[config.mk]
export PLATFORM = sky130hd
export DESIGN_NAME = load_based_clock_level_governor_top
export DESIGN_NICKNAME = d
export VERILOG_FILES = /design/src/hdl/lbclg_pkg.sv /design/src/hdl/load_based_clock_level_governor_top.sv /design/src/hdl/lbclg_div.sv
export VERILOG_INCLUDE_DIRS = /design/src /design/src/hdl
export SDC_FILE = /design/constraint.sdc
export NUM_CORES = 1
export LEC_CHECK = 0
export ABC_AREA = 1
export CELL_PAD_IN_SITES_DETAIL_PLACEMENT = 1
export CELL_PAD_IN_SITES_GLOBAL_PLACEMENT = 2
export CORE_AREA = 2 2 327 248
export DETAILED_ROUTE_END_ITERATION = 7
export DIE_AREA = 0 0 329 250
export DONT_BUFFER_PORTS = 1
export PLACE_DENSITY = 0.81
export SLEW_MARGIN = 20
export SYNTH_ARGS = -nofsm -noshare
export SYNTH_HDL_FRONTEND = slang
export SYNTH_HIERARCHICAL = 1
export SYNTH_SLANG_ARGS = --single-unit
[constraint.sdc]
create_clock -name clk -period 5.52 [get_ports clk]
set_input_delay 0.828 -clock clk [delete_from_list [all_inputs] [get_ports clk]]
set_output_delay 0.828 -clock clk [all_outputs]
set_load 0.02 [all_outputs]
[src/hdl/load_based_clock_level_governor_top_assert.svh]
// ---------------------------------------------------------------------------
// Assertion macros for the load based clock level governor
// Each check is sampled on the rising edge of clk and is off while rst_n is low.
// ---------------------------------------------------------------------------
`ifndef LOAD_BASED_CLOCK_LEVEL_GOVERNOR_TOP_ASSERT_SVH
`define LOAD_BASED_CLOCK_LEVEL_GOVERNOR_TOP_ASSERT_SVH
`ifndef NO_ASSERTIONS
// The expression holds at every clock edge.
`define LBCLG_ASSERT_HOLDS(lbl, expr) \
  lbl: assert property (@(posedge clk) disable iff (!rst_n) (expr)) \
    else $error("governor check failed");
// When the antecedent holds, the consequent holds in the next cycle.
`define LBCLG_ASSERT_NEXT(lbl, ante, cons) \
  lbl: assert property (@(posedge clk) disable iff (!rst_n) (ante) |=> (cons)) \
    else $error("governor sequence check failed");
`else
`define LBCLG_ASSERT_HOLDS(lbl, expr)
`define LBCLG_ASSERT_NEXT(lbl, ante, cons)
`endif
`endif

[src/hdl/lbclg_pkg.sv]
// ---------------------------------------------------------------------------
// lbclg_pkg
// Shared types, codes and level tables of the clock level governor.
// ---------------------------------------------------------------------------
package lbclg_pkg;

  localparam int LOAD_W      = 7;
  localparam int DIV_CNT_W   = $clog2(LOAD_W);
  localparam int NUM_LEVELS  = 9;
  localparam int TALLY_FULL  = 10;

  typedef logic [LOAD_W-1:0] load_t;
  typedef logic [3:0]        level_t;

  typedef enum logic [3:0] {
    OP_TICK   = 4'd0,
    OP_IDLE   = 4'd1,
    OP_BUSY   = 4'd2,
    OP_POLL   = 4'd3,
    OP_MANUAL = 4'd4,
    OP_AUTO   = 4'd5,
    OP_FIXED  = 4'd6,
    OP_ADJUST = 4'd7,
    OP_TALLY  = 4'd8
  } op_t;

  typedef enum logic [1:0] {
    ST_OK        = 2'd0,
    ST_TOO_FAST  = 2'd1,
    ST_BAD_LEVEL = 2'd2,
    ST_CONFLICT  = 2'd3
  } status_t;

  typedef enum logic [2:0] {
    REG_CHECK_INTERVAL = 3'd0,
    REG_LOAD_HIGH      = 3'd1,
    REG_LOAD_LOW       = 3'd2,
    REG_INTERVAL_UP    = 3'd3,
    REG_INTERVAL_DOWN  = 3'd4,
    REG_JUMP_UP        = 3'd5,
    REG_STEP_DOWN      = 3'd6
  } cfg_reg_t;

  typedef enum logic [2:0] {
    FSM_IDLE,
    FSM_EXEC,
    FSM_DIV_WAIT,
    FSM_DECIDE,
    FSM_RESULT
  } fsm_t;

  // Result of the load divider as seen by the controller.
  typedef struct packed {
    logic  done;
    load_t quot;
  } div_rsp_t;

  typedef struct packed {
    logic [6:0] freq_mhz;
    logic       use_pll;
    logic [3:0] pll_mult;
    logic [1:0] flash_wait;
  } level_info_t;

  // Clock settings of one level: 8 MHz apart, PLL for all but the slowest.
  function automatic level_info_t level_info(input level_t lv);
    level_info_t info;
    info.freq_mhz = 7'd72 - {lv, 3'b000};
    info.use_pll  = (lv < 4'd8);
    info.pll_mult = info.use_pll ? (4'd9 - lv) : 4'd0;
    if (lv <= 4'd2) begin
      info.flash_wait = 2'd2;
    end else if (lv <= 4'd5) begin
      info.flash_wait = 2'd1;
    end else begin
      info.flash_wait = 2'd0;
    end
    return info;
  endfunction

  // Load from a one-second idle tally below ten: 100 - 10 * n.
  function automatic load_t tally_load(input logic [3:0] n);
    logic [6:0] tens;
    tens = {n, 3'b000} + {2'b00, n, 1'b0};
    return 7'd100 - tens;
  endfunction

endpackage

[src/hdl/load_based_clock_level_governor_top.sv]
// ---------------------------------------------------------------------------
// load_based_clock_level_governor_top
// Sequence: every event passes the idle, execute and result states. An
//   evaluating poll also passes the decide state and, when marks were
//   counted, the divider wait state for the seven quotient bits.
// A new event is taken only once the result of the last one is stored.
// Reset (rst_n low, synchronous): manual mode, level 0, counters and timers
//   cleared, configuration registers back to their default values.
// ---------------------------------------------------------------------------
`include "load_based_clock_level_governor_top_assert.svh"

// The governor keeps a millisecond time base, idle and busy counters and the
// current clock level. Every accepted event produces exactly one result that
// reports the level, its clock settings, the last load figure and the mode.
//
// The controller works on one event at a time: it takes the event in the idle
// state, updates the state in the execute state and loads the result register
// in the result state. A poll that is due hands busy*100/(idle+busy) to the
// divider if marks were counted, which produces one quotient bit per cycle,
// and then decides on a raise or a lowering of the clock. The output register
// lets the next event be taken while an earlier result waits for its transfer.
module load_based_clock_level_governor_top #(
  parameter int COUNT_WIDTH = 16,
  parameter int TICK_WIDTH  = 32
) (
  input  logic        clk,
  input  logic        rst_n,
  // Input events. in_tdata from bit 0: op[3:0], level_arg[11:4], step[19:12].
  input  logic        in_tvalid,
  output logic        in_tready,
  input  logic [23:0] in_tdata,
  // Results. out_tdata from bit 0: status[1:0], level[5:2], freq_mhz[12:6],
  // use_pll[13], pll_multiplier[17:14], flash_wait[19:18], busy_pct[26:20],
  // auto_mode[27], level_changed[28], zero fill above.
  output logic        out_tvalid,
  input  logic        out_tready,
  output logic [31:0] out_tdata,
  // Configuration writes.
  input  logic        cfg_valid,
  output logic        cfg_ready,
  input  logic [2:0]  cfg_index,
  input  logic [15:0] cfg_data
);
  import lbclg_pkg::*;

  // Configuration registers.
  logic [15:0] chk_int_r;
  logic [6:0]  load_hi_r;
  logic [6:0]  load_lo_r;
  logic [15:0] int_up_r;
  logic [15:0] int_dn_r;
  logic [3:0]  jump_up_r;
  logic [3:0]  step_dn_r;

  // Controller and governor state.
  fsm_t                   state_r, state_nxt;
  op_t                    op_r;
  logic [7:0]             arg_r;
  logic [7:0]             step_r;
  level_t                 before_r;
  level_t                 level_r, level_nxt;
  logic                   auto_r, auto_nxt;
  level_t                 floor_r, floor_nxt;
  logic [TICK_WIDTH-1:0]  now_r, now_nxt;
  logic [TICK_WIDTH-1:0]  last_sw_r, last_sw_nxt;
  logic [TICK_WIDTH-1:0]  last_chk_r, last_chk_nxt;
  logic [COUNT_WIDTH-1:0] idle_r, idle_nxt;
  logic [COUNT_WIDTH-1:0] busy_r, busy_nxt;
  logic [COUNT_WIDTH-1:0] sec_idle_r, sec_idle_nxt;
  load_t                  load_r, load_nxt;
  status_t                status_r, status_nxt;
  logic                   out_valid_r, out_valid_nxt;
  logic [31:0]            out_data_r, out_data_nxt;

  // Derived values.
  logic [COUNT_WIDTH:0]   total_cnt;
  logic [TICK_WIDTH-1:0]  since_chk;
  logic [TICK_WIDTH-1:0]  since_sw;
  logic                   poll_due;
  logic                   div_start;
  div_rsp_t               div_rsp;
  logic signed [8:0]      adj_sum;
  level_t                 adj_level;
  level_t                 up_level;
  logic [4:0]             dn_sum;
  level_t                 dn_level;
  level_t                 arg_level;
  logic                   arg_bad;
  logic                   cnt_max_idle;
  logic                   cnt_max_busy;
  logic                   cnt_max_sec;
  level_info_t            info;

  // Always taken: users must write configuration only while no event is open.
  assign cfg_ready = 1'b1;

  always_ff @(posedge clk) begin
    if (!rst_n) begin
      chk_int_r <= 16'd50;
      load_hi_r <= 7'd50;
      load_lo_r <= 7'd30;
      int_up_r  <= 16'd1000;
      int_dn_r  <= 16'd5000;
      jump_up_r <= 4'd3;
      step_dn_r <= 4'd1;
    end else if (cfg_valid && cfg_ready) begin
      unique case (cfg_reg_t'(cfg_index))
        REG_CHECK_INTERVAL: chk_int_r <= cfg_data;
        REG_LOAD_HIGH:      load_hi_r <= cfg_data[6:0];
        REG_LOAD_LOW:       load_lo_r <= cfg_data[6:0];
        REG_INTERVAL_UP:    int_up_r  <= cfg_data;
        REG_INTERVAL_DOWN:  int_dn_r  <= cfg_data;
        REG_JUMP_UP:        jump_up_r <= cfg_data[3:0];
        REG_STEP_DOWN:      step_dn_r <= cfg_data[3:0];
        default: ;
      endcase
    end
  end

  // Elapsed times wrap with the tick counter.
  assign total_cnt = {1'b0, idle_r} + {1'b0, busy_r};
  assign since_chk = now_r - last_chk_r;
  assign since_sw  = now_r - last_sw_r;
  assign poll_due  = auto_r && (since_chk >= TICK_WIDTH'(chk_int_r));
  assign div_start = (state_r == FSM_EXEC) && (op_r == OP_POLL) && poll_due &&
                     (total_cnt != '0);

  assign cnt_max_idle = (idle_r == '1);
  assign cnt_max_busy = (busy_r == '1);
  assign cnt_max_sec  = (sec_idle_r == '1);

  // Manual adjust: level plus signed step, clamped to the level range.
  assign adj_sum = $signed({5'b0, level_r}) + $signed({step_r[7], step_r});
  always_comb begin
    if (adj_sum < 9'sd0) begin
      adj_level = 4'd0;
    end else if (adj_sum > 9'sd8) begin
      adj_level = 4'd8;
    end else begin
      adj_level = adj_sum[3:0];
    end
  end

  // Automatic moves: toward level 0 by jump_up, toward the floor by step_down.
  assign up_level  = (level_r > jump_up_r) ? (level_r - jump_up_r) : 4'd0;
  assign dn_sum    = {1'b0, level_r} + {1'b0, step_dn_r};
  assign dn_level  = (dn_sum > {1'b0, floor_r}) ? floor_r : dn_sum[3:0];

  assign arg_bad   = (arg_r >= 8'(NUM_LEVELS));
  assign arg_level = arg_r[3:0];

  lbclg_div #(
    .COUNT_WIDTH (COUNT_WIDTH)
  ) u_div (
    .clk       (clk),
    .rst_n     (rst_n),
    .start     (div_start),
    .busy_cnt  (busy_r),
    .total_cnt (total_cnt),
    .rsp       (div_rsp)
  );

  assign info = level_info(level_r);

  always_comb begin
    state_nxt     = state_r;
    level_nxt     = level_r;
    auto_nxt      = auto_r;
    floor_nxt     = floor_r;
    now_nxt       = now_r;
    last_sw_nxt   = last_sw_r;
    last_chk_nxt  = last_chk_r;
    idle_nxt      = idle_r;
    busy_nxt      = busy_r;
    sec_idle_nxt  = sec_idle_r;
    load_nxt      = load_r;
    status_nxt    = status_r;
    out_valid_nxt = out_valid_r;
    out_data_nxt  = out_data_r;

    // The downstream side drains the result register independently.
    if (out_valid_r && out_tready) begin
      out_valid_nxt = 1'b0;
    end

    unique case (state_r)
      FSM_IDLE: begin
        if (in_tvalid) begin
          state_nxt = FSM_EXEC;
        end
      end

      FSM_EXEC: begin
        status_nxt = ST_OK;
        state_nxt  = FSM_RESULT;
        unique case (op_r)
          OP_TICK: now_nxt = now_r + 1'b1;
          OP_IDLE: begin
            if (auto_r) begin
              if (!cnt_max_idle) idle_nxt = idle_r + 1'b1;
              if (!cnt_max_sec)  sec_idle_nxt = sec_idle_r + 1'b1;
            end
          end
          OP_BUSY: begin
            if (auto_r && !cnt_max_busy) begin
              busy_nxt = busy_r + 1'b1;
            end
          end
          OP_POLL: begin
            if (poll_due) begin
              last_chk_nxt = now_r;
              idle_nxt     = '0;
              busy_nxt     = '0;
              if (total_cnt == '0) begin
                load_nxt  = '0;
                state_nxt = FSM_DECIDE;
              end else begin
                state_nxt = FSM_DIV_WAIT;
              end
            end
          end
          OP_MANUAL: begin
            if ((now_r != '0) && (since_sw < TICK_WIDTH'(int_up_r))) begin
              status_nxt = ST_TOO_FAST;
            end else begin
              auto_nxt    = 1'b0;
              last_sw_nxt = now_r;
              if (arg_bad) begin
                status_nxt = ST_BAD_LEVEL;
              end else begin
                level_nxt = arg_level;
              end
            end
          end
          OP_AUTO: begin
            auto_nxt     = 1'b1;
            floor_nxt    = arg_bad ? 4'd8 : arg_level;
            idle_nxt     = '0;
            busy_nxt     = '0;
            load_nxt     = '0;
            last_chk_nxt = now_r;
          end
          OP_FIXED: begin
            if (auto_r) begin
              status_nxt = ST_CONFLICT;
            end else if (arg_bad) begin
              status_nxt = ST_BAD_LEVEL;
            end else begin
              level_nxt = arg_level;
            end
          end
          OP_ADJUST: begin
            if (auto_r) begin
              status_nxt = ST_CONFLICT;
            end else begin
              level_nxt = adj_level;
            end
          end
          OP_TALLY: begin
            if (auto_r) begin
              load_nxt = (sec_idle_r >= COUNT_WIDTH'(TALLY_FULL)) ? '0
                                                                   : tally_load(sec_idle_r[3:0]);
              sec_idle_nxt = '0;
            end
          end
          default: ;
        endcase
      end

      FSM_DIV_WAIT: begin
        if (div_rsp.done) begin
          load_nxt  = div_rsp.quot;
          state_nxt = FSM_DECIDE;
        end
      end

      FSM_DECIDE: begin
        // High load wins over low load; each waits for its own interval.
        if (load_r > load_hi_r) begin
          if ((since_sw >= TICK_WIDTH'(int_up_r)) && (level_r != 4'd0)) begin
            level_nxt   = up_level;
            last_sw_nxt = now_r;
          end
        end else if (load_r < load_lo_r) begin
          if ((since_sw >= TICK_WIDTH'(int_dn_r)) && (level_r < floor_r)) begin
            level_nxt   = dn_level;
            last_sw_nxt = now_r;
          end
        end
        state_nxt = FSM_RESULT;
      end

      FSM_RESULT: begin
        if (!out_valid_r || out_tready) begin
          out_valid_nxt = 1'b1;
          out_data_nxt  = {3'b000, (level_r != before_r), auto_r, load_r,
                           info.flash_wait, info.pll_mult, info.use_pll,
                           info.freq_mhz, level_r, status_r};
          state_nxt     = FSM_IDLE;
        end
      end

      default: state_nxt = FSM_IDLE;
    endcase
  end

  always_ff @(posedge clk) begin
    if (!rst_n) begin
      state_r     <= FSM_IDLE;
      level_r     <= '0;
      auto_r      <= 1'b0;
      floor_r     <= '0;
      now_r       <= '0;
      last_sw_r   <= '0;
      last_chk_r  <= '0;
      idle_r      <= '0;
      busy_r      <= '0;
      sec_idle_r  <= '0;
      load_r      <= '0;
      status_r    <= ST_OK;
      out_valid_r <= 1'b0;
    end else begin
      state_r     <= state_nxt;
      level_r     <= level_nxt;
      auto_r      <= auto_nxt;
      floor_r     <= floor_nxt;
      now_r       <= now_nxt;
      last_sw_r   <= last_sw_nxt;
      last_chk_r  <= last_chk_nxt;
      idle_r      <= idle_nxt;
      busy_r      <= busy_nxt;
      sec_idle_r  <= sec_idle_nxt;
      load_r      <= load_nxt;
      status_r    <= status_nxt;
      out_valid_r <= out_valid_nxt;
    end
  end

  // Event fields and the result word need no reset.
  always_ff @(posedge clk) begin
    if (in_tvalid && in_tready) begin
      op_r     <= op_t'(in_tdata[3:0]);
      arg_r    <= in_tdata[11:4];
      step_r   <= in_tdata[19:12];
      before_r <= level_r;
    end
    out_data_r <= out_data_nxt;
  end

  assign in_tready  = (state_r == FSM_IDLE);
  assign out_tvalid = out_valid_r;
  assign out_tdata  = out_data_r;

  // Level and floor stay within the nine levels; the load never passes 100.
  `LBCLG_ASSERT_HOLDS(a_level_range, level_r <= 4'd8)
  `LBCLG_ASSERT_HOLDS(a_floor_range, floor_r <= 4'd8)
  `LBCLG_ASSERT_HOLDS(a_load_range, load_r <= 7'd100)
  // The level moves only while an event is being worked on.
  `LBCLG_ASSERT_NEXT(a_idle_level_stable, state_r == FSM_IDLE, $stable(level_r))
  // A divider result arrives only while the controller waits for it.
  `LBCLG_ASSERT_NEXT(a_div_done_decide, div_rsp.done, state_r == FSM_DECIDE)

endmodule

[src/hdl/lbclg_div.sv]
// ---------------------------------------------------------------------------
// lbclg_div
// Bit-serial restoring divider for the load percentage busy*100/total.
// ---------------------------------------------------------------------------
module lbclg_div #(
  parameter int COUNT_WIDTH = 16
) (
  input  logic                       clk,
  input  logic                       rst_n,
  input  logic                       start,
  input  logic [COUNT_WIDTH-1:0]     busy_cnt,
  input  logic [COUNT_WIDTH:0]       total_cnt,
  output lbclg_pkg::div_rsp_t        rsp
);
  import lbclg_pkg::*;

  localparam int NW = COUNT_WIDTH + LOAD_W;

  logic [NW-1:0]        rem_r;
  logic [NW-1:0]        dvs_r;
  load_t                quot_r;
  logic [DIV_CNT_W-1:0] cnt_r;
  logic                 run_r;
  logic                 done_r;
  logic [NW-1:0]        numer;
  logic                 ge;

  // busy * 100 as busy*64 + busy*32 + busy*4.
  assign numer = NW'({busy_cnt, 6'b0}) + NW'({busy_cnt, 5'b0}) + NW'({busy_cnt, 2'b0});
  assign ge    = (rem_r >= dvs_r);

  // Busy never exceeds the total, so the quotient fits in LOAD_W bits.
  always_ff @(posedge clk) begin
    if (!rst_n) begin
      run_r  <= 1'b0;
      done_r <= 1'b0;
    end else begin
      done_r <= 1'b0;
      if (start) begin
        run_r  <= 1'b1;
        cnt_r  <= DIV_CNT_W'(LOAD_W - 1);
        rem_r  <= numer;
        dvs_r  <= {total_cnt, (LOAD_W - 1)'(0)};
        quot_r <= '0;
      end else if (run_r) begin
        if (ge) begin
          rem_r <= rem_r - dvs_r;
        end
        quot_r <= {quot_r[LOAD_W-2:0], ge};
        dvs_r  <= dvs_r >> 1;
        if (cnt_r == '0) begin
          run_r  <= 1'b0;
          done_r <= 1'b1;
        end else begin
          cnt_r <= cnt_r - 1'b1;
        end
      end
    end
  end

  assign rsp.done = done_r;
  assign rsp.quot = quot_r;

endmodule
### After elaboration in Yosys (flattened, before gate mapping)

Index checks and enable logic that the tools add are counted.

| cells by class | value |
|---|---|
| $add $sub $neg | 18 |
| $lt $le $gt $ge | 17 |
| eq/ne operators | 46 |
| multiplexer cells | 71 |
| bitwise logic cells | 2 |
| reduce and logical (&&, ||, !) cells | 53 |

Operator list:

| operator | count |
|---|---|
| $mux 32 | 7 |
| $pmux 32 s2 | 2 |
| $mux 23 | 5 |
| $mux 16 | 7 |
| $ge 32x16->1 | 3 |
| $pmux 16 s3 | 2 |
| $sub 32x32->32 | 2 |
| $mux 4 | 13 |
| $add 16x1->16 const B | 3 |
| $eq 16x16->1 const B | 3 |
| $mux 7 | 6 |
| $add 32x1->32 const B | 1 |
| $lt 32x16->1 | 1 |
| $pmux 16 s2 | 1 |
| $reduce_bool 32->1 | 1 |
| $ne 3x3->1 const B | 8 |
| $add 22x21->23 | 1 |
| $add 23x18->23 | 1 |
| $ge 23x23->1 | 1 |
| $sub 23x23->23 | 1 |
| $ne 2x2->1 const B | 11 |
| $reduce_and 2->1 | 11 |
| $mux 3 | 7 |
| $pmux 7 s3 | 1 |
| 56 further kinds | 108 |

| word-level totals | value |
|---|---|
| flip-flop bits (word level) | 347 |
| input bits | 48 |
| output and inout port bits | 35 |
| word-level logic and storage cells | 241 |

### Longest topological paths before layout

| logic depth | value |
|---|---|
| depth in word-level cells | 7 |
| depth in mapped cells | 30 |
| depth with buffers taken out | 28 |

### By module

Netlist, hierarchy kept.

Modules (own cells, without submodules):

| module | instances | cells each | area an instance (um^2) |
|---|---|---|---|
| load_based_clock_level_governor_top | 1 | 3163 | 20724.9 |
| lbclg_div | 1 | 737 | 5220.0 |

### Worst setup path before layout

Ideal clock, no wire load.

| path | value |
|---|---|
| path type | register to register |
| start | register now_r[0] |
| end | register u_div.rem_r[0], enable pin |
| setup time | 0.378 ns |
| arrival time | 5.152 ns |
| data required time | 5.142 ns |
| slack | -0.010 ns |
| stages on the path, launching flop included | 28 |
| path buffers | 1 |
| cells stage by stage | dfxtp_1 > inv_1 > ha_1 > fa_1 > inv_1 > nand3_1 > nand3_1 > nand2_1 > nand2_1 > nand2_1 > nand3_1 > xor2_1 > ha_1 > inv_1 > nor3_1 > a211oi_1 > nand3_1 > nor2_1 > nand2_1 > nor2_1 > nand3_1 > nand2_2 > nor2_1 > buf_2 > clkinv_1 > a21oi_1 > nand2_1 > inv_1 |

| between the ends | value |
|---|---|
| longest elaborated chain between the ends | 7 |

RTL lines:

| element | RTL line | source |
|---|---|---|
| start: declaration | load_based_clock_level_governor_top.sv:64 | `logic [TICK_WIDTH-1:0] now_r, now_nxt;` |
| start signal: assignment | load_based_clock_level_governor_top.sv:327 | `now_r <= now_nxt;` |
| $sub 32x32->32 * | load_based_clock_level_governor_top.sv:122 | `assign since_chk = now_r - last_chk_r;` |
| $ge 32x16->1 * | load_based_clock_level_governor_top.sv:124 | `assign poll_due = auto_r && (since_chk >= TICK_WIDTH'(chk_int_r));` |
| $logic_and 1x1->1 * | load_based_clock_level_governor_top.sv:124 |  |
| $logic_and 1x1->1 * (2 in series) | load_based_clock_level_governor_top.sv:125 | `assign div_start = (state_r == FSM_EXEC) && (op_r == OP_POLL) && poll_due &&` |
| via div_start | load_based_clock_level_governor_top.sv:80 | `logic div_start;` |
| $reduce_bool 2->1 (no line) | n/a |  |
| $reduce_and 3->1 (no line) * | n/a |  |
| end signal: assignment | lbclg_div.sv:42 | `rem_r <= numer;` |
| end signal: assignment | lbclg_div.sv:47 | `rem_r <= rem_r - dvs_r;` |
| end: declaration | lbclg_div.sv:19 | `logic [NW-1:0] rem_r;` |

The timed path passes the listed nets; every way through them passes the cells marked *.
A chain may end at the register's enable or synchronous reset.

### Worst setup path in the final report

| path | value |
|---|---|
| start | register now_r[0] |
| end | register u_div.rem_r[6], enable pin |

Same word-level chain as after synthesis.

==> key figures <==
Floorplan
  • Initial Utilization: 32.7%
  • Die Y: 250 µm
  • Die Span X: 329 µm
  • Die area: 82300 µm²
  • Rows: 90
  • Core Footprint: 79400 µm²
  • Number of I/O pins: 83

Worst setup path
  • Crit path kind: flop to flop
  • Beginning of the critical path: now_r[0]
  • CP max stage delay: 0.41 ns
  • Critical Path Start Type: flop
  • CP required: 5.77 ns
  • Most common cell on crit path: nand2_1
  • FF-to-FF setup slack: 0.35 ns
  • Critical Path Sink Type: flop
  • Worst R2R Start: now_r[0]
  • Crit path DAT: 5.42 ns
  • Worst-path cell with the longest stage delay: fa_1
  • Maximum fanout along the worst path: 15

Pwr
  • Internal Pwr Total: 0.00473 W
  • Clock share of power: 43.3%
  • Combinational share of power: 17.1%
  • Pleak: 14.0 nW
  • Sw Pwr: 0.00210 W
  • Worst vdd ir: 0.284 mV
  • Sequential Power Share: 39.6%
  • Switch share: 30.8%
  • Power per Cell Area: 238 nW/µm²

Synthesis
  • Share of synthesized cell area in and, or, nand and nor gates: 32.4%
  • Largest family of logic cells by synthesized area: simple AND/OR/NAND/NOR gates
  • Seq cells post-synth: 343
  • EDFF count, synth: 105
  • Synth Warn #: 6
  • Post-Syn Area per Cell: 6.65 µm²
  • Ys flop type: dfxtp_1
  • Cells after synthesis: 3900
  • Synth Cell Area: 25900 µm²
  • Distinct cell type count after synthesis: 63
  • Register area share after synthesis: 30.5%
  • Adder-cell share of the synthesized area: 11.9%
  • Asr flop ratio synth: 0%
  • Post-synthesis mux area share: 0%
  • Compound-gate portion of the synthesized area: 10.6%
  • Synth Area in XOR/XNOR: 3.07%

CTS
  • Cts-stage hold buffer count: 0
  • Clock sinks: 343
  • Clock Pin Slew Worst Setup and Hold Paths: 0.06 ns
  • CTS tree: done
  • CTS Buf Count: 42
  • Htree depth: 2
  • Clock Path Buffers: 3
  • Clk_lat worst skew: 0.61 ns
  • CTS Root Cell: clkbuf_16

Place
  • Place WS: 0.368 ns
  • GPL Wtd Cong: 0.852
  • Port buffer count: 0
  • Dpl hpwl: 67.0 mm

Hold path
  • Hold wc startpoint: in_tdata[3]
  • Hold Path Class: input pin to flop

Flow run
  • Max_cap viols: 0

Timing
  • Final Setup Violations: 0
  • Final Hold Fails: 0
  • Final period util: 93.7%
  • Worst-Margin Slew: 1.02 ns
  • Tmin final: 5.17 ns
  • Slew HR: 31.5%
  • RSZ-0062 raised after global routing: false
  • Skew final: 0.0457 ns
  • FMAX: 0.193 GHz
  • Setup TNS: 0 ns
  • Final worst slack: 0.349 ns
  • Slew Viols, Final: 0

Global route
  • GRT Util Overall: 20.8%
  • First-pass GRT wire length: 137 mm
  • GR Overflow Total: 0
  • Number of global-route vias before repair: 24300
  • Largest net degree at the start of global routing: 170
  • Initial antenna violation count: 0

Drt
  • Via/cell ratio: 4.87
  • Pre-Repair DR Iteration Count: 5
  • Vias: 24400
  • Wire length per cell: 17.0 µm
  • DR DRC count: 0
  • DRT iter0 DRCs: 1422
  • Final wirelength: 85.2 mm
  • Post-DRT Antenna Nets: 0

Final layout
  • Fill cells: 10200
  • Layout Nets: 4191
  • Final Util: 36.2%
  • N_diodes: 0
  • Layout cell share with drive strength beyond 1: 5.96%
  • Area growth syn-to-layout: 10.6%

Status
  • Outcome: completed
==> cell type report <==
type,instances,area (µm²),share of cell area [%]
clock buffer,52,1200,4.19
timing repair buffer,42,353,1.23
clock inverter,26,256,0.893
inverter,676,2540,8.86
sequential,343,7920,27.6
tap,1058,1320,4.61
multi-input combinational,2803,15100,52.6
==> cells by family (layout without fill, tap and decap cells) <==
group | Yosys count | in the layout
adder cells (fa/ha/maj) | 235 | 235
other | 2 | 7
AND/OR/NAND/NOR | 1964 | 1964
XOR/XNOR | 91 | 91
AO/OA/AOI/OAI | 506 | 506
flip-flops | 343 | 343
buffers and inverters | 759 | 796
==> power by group through the flow <==
stage,Combinational [W],Sequential (W),Clock [W]
2_1_floorplan,0.000820,0.00274,0
3_3_place_gp,0.00111,0.00275,0
3_5_place_dp,0.00114,0.00276,0
4_1_cts,0.00115,0.00270,0.00306
5_1_grt,0.00132,0.00271,0.00315
6_report,0.00117,0.00270,0.00296
==> cells in the mapped netlist, drive strengths merged (5+ instances only) <==
cell,instances,area (µm²)
nand2,1055,4040
inv,672,2520
nor2,510,2070
a21oi,238,1210
dfxtp,238,4760
ha,215,2690
nand3,189,1010
o21ai,187,943
edfxtp,105,3150
nand4,76,475
xor2,74,648
nor3,72,397
clkbuf,48,180
buf,35,246
nor4,29,188
o211ai,28,210
fa,20,400
nand3b,17,128
xnor2,17,149
a211oi,10,75.1
o21bai,7,52.6
o21a,6,45.0
o31ai,5,37.5
or2,5,31.3
==> stage by stage <==
step / hold WS [ns] / area [µm²] / total power (W) / cells
after CTS: 0.269 / 28700 / 0.00691 / 5000
after global placement: 0.424 / 27200 / 0.00387 / 4922
after global routing: 0.278 / 28700 / 0.00718 / 5000
after detailed placement: 0.425 / 27200 / 0.00389 / 4922
after floorplan: 0.409 / 26000 / 0.00356 / 3905
final: 0.314 / 28700 / 0.00683 / 5000
==> state kept, by name (all words and copies together), names as in the netlist, 7 cells and up <==
| name | flops |
|---|---|
| arg_r | 8 |
| busy_r | 16 |
| chk_int_r | 16 |
| idle_r | 16 |
| int_dn_r | 16 |
| int_up_r | 16 |
| last_chk_r | 32 |
| last_sw_r | 32 |
| load_hi_r | 7 |
| load_lo_r | 7 |
| load_r | 7 |
| now_r | 32 |
| out_tdata | 25 |
| sec_idle_r | 16 |
| step_r | 8 |
| u_div/dvs_r | 23 |
| u_div/quot_r | 7 |
| u_div/rem_r | 23 |
==> worst paths after layout <==
check | end | cells after the start
worst max register to register | u_div/rem_r[6] | 29
worst min register to register | out_tdata[0] | 0
worst max-delay path | u_div/rem_r[6] | 29
worst min-delay path | op_r[3] | 0
==> layer usage <==
metal  share of wire, %  global-route usage [%]  up-vias
met3                4.7                    3.34       62
met5                  0                       0        -
li1                   -                       -    12500
met4                1.3                    3.31        0
met1                 54                    32.6    11500
met2                 40                    29.8      355
==> critical path: cells and delay by family, from the launching register on <==
kind / cells / cell delay (ns)
AND/OR/NAND/NOR: 19 / 2.08
buffers and inverters: 5 / 0.91
adder cells (fa/ha/maj): 3 / 0.84
flip-flops: 1 / 0.40
XOR/XNOR: 1 / 0.29
AO/OA/AOI/OAI: 1 / 0.26
==> cells in the final DEF, fill, tap and decap left out, types with 24 or more instances in the layout <==
| cell type | instances |
|---|---|
| nand2_1 | 1029 |
| inv_1 | 653 |
| nor2_1 | 460 |
| dfxtp_1 | 238 |
| a21oi_1 | 235 |
| ha_1 | 215 |
| nand3_1 | 180 |
| o21ai_0 | 151 |
| edfxtp_1 | 105 |
| nand4_1 | 76 |
| xor2_1 | 74 |
| nor3_1 | 66 |
| clkbuf_16 | 45 |
| nor2_2 | 44 |
| buf_4 | 39 |
| o21ai_1 | 34 |
| o211ai_1 | 28 |
| nor4_1 | 26 |
| nand2_2 | 24 |
==> what timing repair did <==
| action | CTS | global route |
|---|---|---|
| endpoints found under the setup margin | 0 | 30 |
| setup buffers | 0 | 0 |
| gates resized for setup | 0 | 1 |
No activity file was read; power rests on OpenSTA's default activity.
